**config.mk**
```make
export PLATFORM = sky130hd
export DESIGN_NAME = arp_cache_responder_top
export DESIGN_NICKNAME = d
export VERILOG_FILES = /design/src/design/acr_pkg.sv /design/src/design/acr_table.sv /design/src/design/arp_cache_responder_top.sv
export SDC_FILE = /design/constraint.sdc
export NUM_CORES = 2
export LEC_CHECK = 0
export BUFFER_PORTS_ARGS = -buffer_cell sky130_fd_sc_hd__clkbuf_2
export CORE_MARGIN = 2
export CORE_UTILIZATION = 40
export DETAILED_ROUTE_END_ITERATION = 7
export PLACE_DENSITY = 0.52
export SLEW_MARGIN = 10
export SYNTH_ARGS = -nofsm -noshare
export SYNTH_HDL_FRONTEND = slang
export SYNTH_SLANG_ARGS = --single-unit
```
**constraint.sdc**
```tcl
create_clock -name clk -period 24.1 [get_ports clk]
set_input_delay 3.615 -clock clk [delete_from_list [all_inputs] [get_ports clk]]
set_output_delay 3.615 -clock clk [all_outputs]
set_load 0.01 [all_outputs]
```
**src/design/acr_pkg.sv**
```systemverilog
// Shared types and constants for the ARP cache and responder.
// No dependencies; used by acr_table and arp_cache_responder_top.
package acr_pkg;

    localparam int TABLE_DEPTH_DEF = 16;

    localparam int IP_W       = 32;
    localparam int MAC_W      = 48;
    localparam int OP_W       = 16;
    localparam int KIND_W     = 3;
    localparam int CFG_IDX_W  = 2;
    localparam int CFG_DATA_W = 48;

    localparam logic [KIND_W-1:0] KIND_NONE    = 3'd0;
    localparam logic [KIND_W-1:0] KIND_REPLY   = 3'd1;
    localparam logic [KIND_W-1:0] KIND_REQUEST = 3'd2;
    localparam logic [KIND_W-1:0] KIND_HIT     = 3'd3;
    localparam logic [KIND_W-1:0] KIND_LEARNED = 3'd4;

    localparam logic [OP_W-1:0] OP_REQ  = 16'd1;
    localparam logic [OP_W-1:0] OP_RPLY = 16'd2;

    localparam logic [CFG_IDX_W-1:0] CFG_MY_IP  = 2'd0;
    localparam logic [CFG_IDX_W-1:0] CFG_MY_MAC = 2'd1;

    localparam logic [IP_W-1:0]  BCAST_IP  = '1;
    localparam logic [MAC_W-1:0] BCAST_MAC = '1;

    typedef enum logic [2:0] {
        ST_IDLE,
        ST_SCAN,
        ST_MRD,
        ST_MCHK,
        ST_UPD,
        ST_FIN
    } acr_state_t;

    typedef struct packed {
        logic ip_we;
        logic mac_we;
    } acr_wr_t;

endpackage

```
**src/design/acr_table.sv**
```systemverilog
// Address table: per-entry valid bits plus IP and MAC memories with registered reads.
// Entry 0 reads as broadcast until written. Depends on acr_pkg.
module acr_table
    import acr_pkg::*;
#(
    parameter int DEPTH = TABLE_DEPTH_DEF,
    localparam int IW = $clog2(DEPTH)
)
(
    input  logic             clk,
    input  logic             rst_n,
    input  logic [IW-1:0]    ip_raddr,
    input  logic [IW-1:0]    mac_raddr,
    input  acr_wr_t          wr,
    input  logic [IW-1:0]    wr_idx,
    input  logic [IP_W-1:0]  wr_ip,
    input  logic [MAC_W-1:0] wr_mac,
    output logic             rd_valid,
    output logic [IP_W-1:0]  rd_ip,
    output logic [MAC_W-1:0] rd_mac
);

    logic [IP_W-1:0]  ip_mem  [DEPTH];
    logic [MAC_W-1:0] mac_mem [DEPTH];

    logic [DEPTH-1:0] valid_reg, valid_next;
    logic             ip0_dflt_reg, ip0_dflt_next;
    logic             mac0_dflt_reg, mac0_dflt_next;
    logic             rd_valid_reg;
    logic             rd_ip0_reg;
    logic             rd_mac0_reg;
    logic [IP_W-1:0]  rd_ip_reg;
    logic [MAC_W-1:0] rd_mac_reg;

    always_comb
    begin
        valid_next     = valid_reg;
        ip0_dflt_next  = ip0_dflt_reg;
        mac0_dflt_next = mac0_dflt_reg;
        if (wr.ip_we)
        begin
            valid_next = valid_reg | (DEPTH'(1) << wr_idx);
            if (wr_idx == '0)
            begin
                ip0_dflt_next = 1'b0;
            end
        end
        if (wr.mac_we && (wr_idx == '0))
        begin
            mac0_dflt_next = 1'b0;
        end
    end

    always_ff @(posedge clk or negedge rst_n)
    begin
        if (!rst_n)
        begin
            valid_reg     <= DEPTH'(1);
            ip0_dflt_reg  <= 1'b1;
            mac0_dflt_reg <= 1'b1;
            rd_valid_reg  <= 1'b0;
            rd_ip0_reg    <= 1'b0;
            rd_mac0_reg   <= 1'b0;
        end
        else
        begin
            valid_reg     <= valid_next;
            ip0_dflt_reg  <= ip0_dflt_next;
            mac0_dflt_reg <= mac0_dflt_next;
            rd_valid_reg  <= valid_reg[ip_raddr];
            rd_ip0_reg    <= (ip_raddr == '0) && ip0_dflt_reg;
            rd_mac0_reg   <= (mac_raddr == '0) && mac0_dflt_reg;
        end
    end

    always_ff @(posedge clk)
    begin
        if (wr.ip_we)
        begin
            ip_mem[wr_idx] <= wr_ip;
        end
        if (wr.mac_we)
        begin
            mac_mem[wr_idx] <= wr_mac;
        end
        rd_ip_reg  <= ip_mem[ip_raddr];
        rd_mac_reg <= mac_mem[mac_raddr];
    end

    assign rd_valid = rd_valid_reg;
    assign rd_ip    = rd_ip0_reg  ? BCAST_IP  : rd_ip_reg;
    assign rd_mac   = rd_mac0_reg ? BCAST_MAC : rd_mac_reg;

endmodule

```
**src/design/arp_cache_responder_top.sv**
```systemverilog
// ARP cache and responder: top level with sequencer, config registers and output register.
// Timing: ARP requests for us and ignored packets go from accept straight to the result state;
// table lookups scan one entry per cycle through the table read port. One request in flight;
// the next is accepted once the result is registered.
// Reset: my_ip and my_mac clear, entry 0 maps broadcast IP to broadcast MAC, other entries
// invalid; no clearing pass.
module arp_cache_responder_top
    import acr_pkg::*;
#(
    parameter int TABLE_DEPTH = TABLE_DEPTH_DEF
)
(
    input  logic                  clk,
    input  logic                  rst_n,

    input  logic                  cfg_wr_en,
    input  logic [CFG_IDX_W-1:0]  cfg_index,
    input  logic [CFG_DATA_W-1:0] cfg_data,

    input  logic                  in_valid,
    output logic                  in_stall,
    input  logic                  cmd,
    input  logic [OP_W-1:0]       opcode,
    input  logic [MAC_W-1:0]      sender_mac,
    input  logic [IP_W-1:0]       sender_ip,
    input  logic [MAC_W-1:0]      target_mac,
    input  logic [IP_W-1:0]       target_ip,

    output logic                  out_valid,
    input  logic                  out_stall,
    output logic [KIND_W-1:0]     kind,
    output logic [OP_W-1:0]       frame_opcode,
    output logic [MAC_W-1:0]      frame_dest_mac,
    output logic [MAC_W-1:0]      frame_target_mac,
    output logic [IP_W-1:0]       frame_target_ip,
    output logic [MAC_W-1:0]      resolved_mac,
    output logic                  table_full
);

    localparam int IW    = $clog2(TABLE_DEPTH);
    localparam int CNT_W = IW + 1;

    acr_state_t state_reg, state_next;

    logic [IP_W-1:0]   my_ip_reg;
    logic [MAC_W-1:0]  my_mac_reg;

    logic              learn_reg, learn_next;
    logic [MAC_W-1:0]  s_mac_reg, s_mac_next;
    logic [IP_W-1:0]   s_ip_reg, s_ip_next;
    logic [IP_W-1:0]   key_reg, key_next;
    logic [CNT_W-1:0]  iss_reg, iss_next;
    logic              cmp_vld_reg, cmp_vld_next;
    logic [IW-1:0]     cmp_idx_reg, cmp_idx_next;
    logic              found_reg, found_next;
    logic [IW-1:0]     found_idx_reg, found_idx_next;
    logic              free_reg, free_next;
    logic [IW-1:0]     free_idx_reg, free_idx_next;
    logic [KIND_W-1:0] rk_reg, rk_next;
    logic              rfull_reg, rfull_next;
    logic [MAC_W-1:0]  rres_reg, rres_next;

    logic              out_valid_reg, out_valid_next;
    logic [KIND_W-1:0] kind_reg, kind_next;
    logic [OP_W-1:0]   fop_reg, fop_next;
    logic [MAC_W-1:0]  fdst_reg, fdst_next;
    logic [MAC_W-1:0]  ftmac_reg, ftmac_next;
    logic [IP_W-1:0]   ftip_reg, ftip_next;
    logic [MAC_W-1:0]  res_mac_reg, res_mac_next;
    logic              full_reg, full_next;

    acr_wr_t           wr;
    logic [IW-1:0]     wr_idx;
    logic [IP_W-1:0]   wr_ip;
    logic [MAC_W-1:0]  wr_mac;
    logic              rd_valid;
    logic [IP_W-1:0]   rd_ip;
    logic [MAC_W-1:0]  rd_mac;

    logic              req_me;
    logic              rpl_me;
    logic              iss_more;
    logic              scan_hit;
    logic              scan_last;
    logic              out_free;

    acr_table #(
        .DEPTH (TABLE_DEPTH)
    ) u_table (
        .clk       (clk),
        .rst_n     (rst_n),
        .ip_raddr  (iss_reg[IW-1:0]),
        .mac_raddr (found_idx_reg),
        .wr        (wr),
        .wr_idx    (wr_idx),
        .wr_ip     (wr_ip),
        .wr_mac    (wr_mac),
        .rd_valid  (rd_valid),
        .rd_ip     (rd_ip),
        .rd_mac    (rd_mac)
    );

    assign req_me    = !cmd && (opcode == OP_REQ) && (target_ip == my_ip_reg);
    assign rpl_me    = !cmd && (opcode == OP_RPLY) && (target_mac == my_mac_reg);
    assign iss_more  = iss_reg < CNT_W'(TABLE_DEPTH);
    assign scan_hit  = cmp_vld_reg && rd_valid && (rd_ip == key_reg);
    assign scan_last = cmp_vld_reg && (cmp_idx_reg == IW'(TABLE_DEPTH - 1));
    assign out_free  = !out_valid_reg || !out_stall;

    assign wr_idx = found_reg ? found_idx_reg : free_idx_reg;
    assign wr_ip  = key_reg;
    assign wr_mac = learn_reg ? s_mac_reg : '0;

    // next state
    always_comb
    begin
        state_next = state_reg;
        case (state_reg)
            ST_IDLE:
            begin
                if (in_valid)
                begin
                    state_next = (cmd || rpl_me) ? ST_SCAN : ST_FIN;
                end
            end
            ST_SCAN:
            begin
                if (scan_hit)
                begin
                    state_next = learn_reg ? ST_UPD : ST_MRD;
                end
                else if (scan_last)
                begin
                    state_next = ST_UPD;
                end
            end
            ST_MRD:  state_next = ST_MCHK;
            ST_MCHK: state_next = ST_FIN;
            ST_UPD:  state_next = ST_FIN;
            ST_FIN:
            begin
                if (out_free)
                begin
                    state_next = ST_IDLE;
                end
            end
            default: state_next = ST_IDLE;
        endcase
    end

    // datapath and outputs
    always_comb
    begin
        learn_next     = learn_reg;
        s_mac_next     = s_mac_reg;
        s_ip_next      = s_ip_reg;
        key_next       = key_reg;
        iss_next       = iss_reg;
        cmp_vld_next   = 1'b0;
        cmp_idx_next   = cmp_idx_reg;
        found_next     = found_reg;
        found_idx_next = found_idx_reg;
        free_next      = free_reg;
        free_idx_next  = free_idx_reg;
        rk_next        = rk_reg;
        rfull_next     = rfull_reg;
        rres_next      = rres_reg;
        out_valid_next = out_valid_reg && out_stall;
        kind_next      = kind_reg;
        fop_next       = fop_reg;
        fdst_next      = fdst_reg;
        ftmac_next     = ftmac_reg;
        ftip_next      = ftip_reg;
        res_mac_next   = res_mac_reg;
        full_next      = full_reg;
        wr             = '0;

        case (state_reg)
            ST_IDLE:
            begin
                if (in_valid)
                begin
                    learn_next = !cmd;
                    s_mac_next = sender_mac;
                    s_ip_next  = sender_ip;
                    key_next   = cmd ? target_ip : sender_ip;
                    iss_next   = '0;
                    found_next = 1'b0;
                    free_next  = 1'b0;
                    rfull_next = 1'b0;
                    rres_next  = '0;
                    rk_next    = req_me ? KIND_REPLY : KIND_NONE;
                end
            end
            ST_SCAN:
            begin
                if (iss_more)
                begin
                    iss_next = iss_reg + CNT_W'(1);
                end
                cmp_vld_next = iss_more;
                cmp_idx_next = iss_reg[IW-1:0];
                if (scan_hit)
                begin
                    found_next     = 1'b1;
                    found_idx_next = cmp_idx_reg;
                end
                else if (cmp_vld_reg && !rd_valid && !free_reg)
                begin
                    free_next     = 1'b1;
                    free_idx_next = cmp_idx_reg;
                end
            end
            ST_MRD:
            begin
            end
            ST_MCHK:
            begin
                if (rd_mac != '0)
                begin
                    rk_next   = KIND_HIT;
                    rres_next = rd_mac;
                end
                else
                begin
                    rk_next = KIND_REQUEST;
                end
            end
            ST_UPD:
            begin
                if (learn_reg)
                begin
                    if (found_reg)
                    begin
                        wr.mac_we = 1'b1;
                        rk_next   = KIND_LEARNED;
                    end
                    else if (free_reg)
                    begin
                        wr.ip_we  = 1'b1;
                        wr.mac_we = 1'b1;
                        rk_next   = KIND_LEARNED;
                    end
                    else
                    begin
                        rk_next    = KIND_NONE;
                        rfull_next = 1'b1;
                    end
                end
                else
                begin
                    rk_next = KIND_REQUEST;
                    if (free_reg)
                    begin
                        wr.ip_we  = 1'b1;
                        wr.mac_we = 1'b1;
                    end
                    else
                    begin
                        rfull_next = 1'b1;
                    end
                end
            end
            ST_FIN:
            begin
                if (out_free)
                begin
                    out_valid_next = 1'b1;
                    kind_next      = rk_reg;
                    res_mac_next   = rres_reg;
                    full_next      = rfull_reg;
                    fop_next       = '0;
                    fdst_next      = '0;
                    ftmac_next     = '0;
                    ftip_next      = '0;
                    if (rk_reg == KIND_REPLY)
                    begin
                        fop_next   = OP_RPLY;
                        fdst_next  = s_mac_reg;
                        ftmac_next = s_mac_reg;
                        ftip_next  = s_ip_reg;
                    end
                    else if (rk_reg == KIND_REQUEST)
                    begin
                        fop_next   = OP_REQ;
                        fdst_next  = BCAST_MAC;
                        ftip_next  = key_reg;
                    end
                end
            end
            default:
            begin
            end
        endcase
    end

    always_ff @(posedge clk or negedge rst_n)
    begin
        if (!rst_n)
        begin
            state_reg     <= ST_IDLE;
            my_ip_reg     <= '0;
            my_mac_reg    <= '0;
            iss_reg       <= '0;
            cmp_vld_reg   <= 1'b0;
            found_reg     <= 1'b0;
            free_reg      <= 1'b0;
            out_valid_reg <= 1'b0;
        end
        else
        begin
            state_reg     <= state_next;
            iss_reg       <= iss_next;
            cmp_vld_reg   <= cmp_vld_next;
            found_reg     <= found_next;
            free_reg      <= free_next;
            out_valid_reg <= out_valid_next;
            if (cfg_wr_en)
            begin
                case (cfg_index)
                    CFG_MY_IP:  my_ip_reg  <= cfg_data[IP_W-1:0];
                    CFG_MY_MAC: my_mac_reg <= cfg_data[MAC_W-1:0];
                    default:
                    begin
                    end
                endcase
            end
        end
    end

    always_ff @(posedge clk)
    begin
        learn_reg     <= learn_next;
        s_mac_reg     <= s_mac_next;
        s_ip_reg      <= s_ip_next;
        key_reg       <= key_next;
        cmp_idx_reg   <= cmp_idx_next;
        found_idx_reg <= found_idx_next;
        free_idx_reg  <= free_idx_next;
        rk_reg        <= rk_next;
        rfull_reg     <= rfull_next;
        rres_reg      <= rres_next;
        kind_reg      <= kind_next;
        fop_reg       <= fop_next;
        fdst_reg      <= fdst_next;
        ftmac_reg     <= ftmac_next;
        ftip_reg      <= ftip_next;
        res_mac_reg   <= res_mac_next;
        full_reg      <= full_next;
    end

    assign in_stall         = (state_reg != ST_IDLE);
    assign out_valid        = out_valid_reg;
    assign kind             = kind_reg;
    assign frame_opcode     = fop_reg;
    assign frame_dest_mac   = fdst_reg;
    assign frame_target_mac = ftmac_reg;
    assign frame_target_ip  = ftip_reg;
    assign resolved_mac     = res_mac_reg;
    assign table_full       = full_reg;

endmodule

```
==> flow_metrics.tcl <==
set metrics [dict create \
    status "finished clean" \
    grt_use_total_pct 20.4 \
    cp_max_fo 60 \
    power.density_nw_per_um2 99.1 \
    final_common_cell "edfxtp_1" \
    area_growth_pct 16.5 \
    fp.dieW_um 419 \
    die_h_um 419 \
    nNetsFinal 4028 \
    die-area_um2 176000 \
    drive_gt1_share_pct 34.6 \
    viasPerCell 5.31 \
    clkTransAtPathRegs_ps 50 \
    cts.sinks 1832 \
    slew_headroom_pct 20.9 \
    peakVddDrop_v 0.0000817 \
    end_kind "register" \
    rr_worst_depth 5 \
    io_buffer_count 415 \
    final_core_util_pct 46.8 \
    grt_overflow 0 \
    finalSetupTns_ps 0 \
    critPathRequiredTime_ps 24560 \
    rsz0062_at_grt "false" \
    synth_cells 3259 \
    slowest_delay_ps 910 \
    cts_buffers 190 \
    postPlaceCellArea_um2 74100 \
    hold_class "register to register" \
    timing.critical_path.mode_cell "buf_4" \
    drc 0 \
    rr_endpoint "u_table.rd_mac_reg[41]$_DFF_P_" \
    place_hpwl_mm 102 \
    largestRegisters "u_table.mac_mem x768, u_table.ip_mem x512" \
    combPwrFrac_pct 13.1 \
    drtIter0Drc 2965 \
    hold_ws_ps 416 \
    grt_antenna_before_repair 6 \
    drt-total-wl_mm 179 \
    synth_top_area_share_pct 71.4 \
    h-tree-depth 4 \
    setup_violations 0 \
    grt_pass1_wl_mm 254 \
    fin_skew_ps 35.1 \
    rrSetupSlack_ps 19810 \
    cts_resized 0 \
    power.internal_uw 5910 \
    first_pass_iters 5 \
    avgSynthCellArea_um2 21.2 \
    root_buffer "clkbuf_16" \
    hold_depth 0 \
    synth.top_cells.by_area "edfxtp_1, mux4_2, dfrtp_1" \
    leakagePower_uw 0.0271 \
    max_freq_mhz 172 \
    cts_buffer_depth 3 \
    postLayoutCellArea_um2 80300 \
    synth_top_family_by_area "multiplexers" \
    cts_tree "built" \
    layout_min_cycle_time_ps 5810 \
    grt_pass1_vias 34762 \
    hold_buffers 0 \
    worst_path_max_delay_cell "a21oi_4" \
    pwr-share-seq_pct 50.8 \
    synth.distinct_cells 60 \
    crit_chain "clkbuf_2 > a21oi_4 > buf_4 > buf_4" \
    synth_enable_flop_cells 1639 \
    switchingPower_uw 2050 \
    yosysSeqAreaShare_pct 77.8 \
    synth_fa_ha_area_share_pct 0.0363 \
    post_cts_buffers 0 \
    ios 430 \
    hold_viol 0 \
    synth_compound_area_share_pct 1.50 \
    yosys.area.top_type "edfxtp_1" \
    globalplace.congestion 0.823 \
    start_kind "primary input" \
    period_share_pct 24.1 \
    layout_common_cells "edfxtp_1, clkbuf_2, mux4_2" \
    ys.flop_type "edfxtp_1" \
    holdPathEnd "resolved_mac[30]$_DFFE_PP_" \
    drv_slew 0 \
    ys_ff_latch 1832 \
    num_rows 152 \
    max-cap-violations 0 \
    wl_per_cell_um 28.5 \
    detail-route-antenna-nets 0 \
    pwr-share-clk_pct 36.2 \
    timing.rr.start "found_idx_reg[0]$_DFFE_PP_" \
    worst_pin_slew_ps 1180 \
    largest_reg_flops 768 \
    detailroute.via_count 33340 \
    async_flop_share_pct 6.17 \
    swShare_pct 25.7 \
    core_area_um2 172000 \
    muxShareOfSynthArea_pct 14.7 \
    initial_core_util_pct 40.2 \
    worstHoldStart "rres_reg[30]$_SDFFCE_PP0P_" \
    synth_area_um2 69000 \
    arrival_ps 6280 \
    top_register "u_table.mac_mem" \
    setup.worst_path.class "primary input to register" \
    ys_warn_count 0 \
    synth-simple-area-share_pct 3.56 \
    synth-xor-area-share_pct 1.16 \
    grt_start_max_net_pins 93 \
    clock_latency_ps 850 \
]
## power by group through the flow
stage / combinational (µW) / sequential, µW / clock, µW
CTS: 1070 / 4050 / 2940
floorplan: 672 / 4080 / 0
detailed placement: 1060 / 4110 / 0
finish: 1040 / 4040 / 2880
global route: 1130 / 4070 / 3060
global placement: 1050 / 4110 / 0
## layer usage
metal	global-route usage [%]	part of all wire, %
met3	3.02	4.1
met2	33.2	50
met4	5.91	2.5
met5	0	0
met1	28.5	44
## cell usage after synthesis (all sizes together) (5+ instances only)
cell type  number
nand2          29
xnor2          30
nor3            9
nor3b           7
nor4           35
mux4          369
and2           96
dfrtp         110
nand3          14
a21oi          14
a31oi          20
mux2i          55
edfxtp       1639
a22o           33
nand2b          9
inv            29
mux2          112
nor2b           5
o21ai          26
nor2          153
xor2           61
dfxtp          80
or2            68
o22ai          31
buf            79
nand4          23
clkbuf         86
## worst max-delay path by stage
stage              start                           end  slack [ps]  cells past startpoint
4_1_cts        out_stall    resolved_mac[26]$_DFFE_PP_       18220                      4
5_1_grt        out_stall    resolved_mac[30]$_DFFE_PP_       18080                      4
2_1_floorplan  out_stall   frame_dest_mac[0]$_DFFE_PP_       11160                      1
3_3_place_gp   out_stall    resolved_mac[29]$_DFFE_PP_       17410                      4
6_report       out_stall    resolved_mac[29]$_DFFE_PP_       18290                      4
3_5_place_dp   out_stall  frame_dest_mac[28]$_DFFE_PP_       17310                      4
## area by class of cell
cell class,instances,area (µm²)
repair buffers,495,2690
inverters,30,118
clock inverters,94,961
multi-input cells,1245,14800
flip-flops and latches,1832,53700
clock buffers,264,5210
diodes,10,25.0
well taps,2310,2890
fillers,14492,91200
## worst max-delay path, delay by kind of cell
family,cells,cell delay (ps)
AOI/OAI and AO/OA,1,910
buffers and inverters,3,1560
## through the flow
| step | setup WS, ps | std cells | total power (µW) |
|---|---|---|---|
| after floorplan | 11160 | 3272 | 4750 |
| after global placement | 17410 | 5912 | 5160 |
| after detailed placement | 17310 | 5912 | 5180 |
| after CTS | 18220 | 6270 | 8060 |
| after global routing | 18080 | 6274 | 8260 |
| final | 18290 | 6280 | 7960 |
## cells by family (layout without fill, tap and decap cells)
kind of cell    count (synthesis)  in the layout
simple gates                  459            459
other cells                     1             24
mux                           536            536
flops                        1832           1832
compound gates                143            143
xor+xnor                       91             91
fa+ha+maj                       2              2
buf+inv                       195            883
Note: power is estimated with default switching activity, not from simulation.
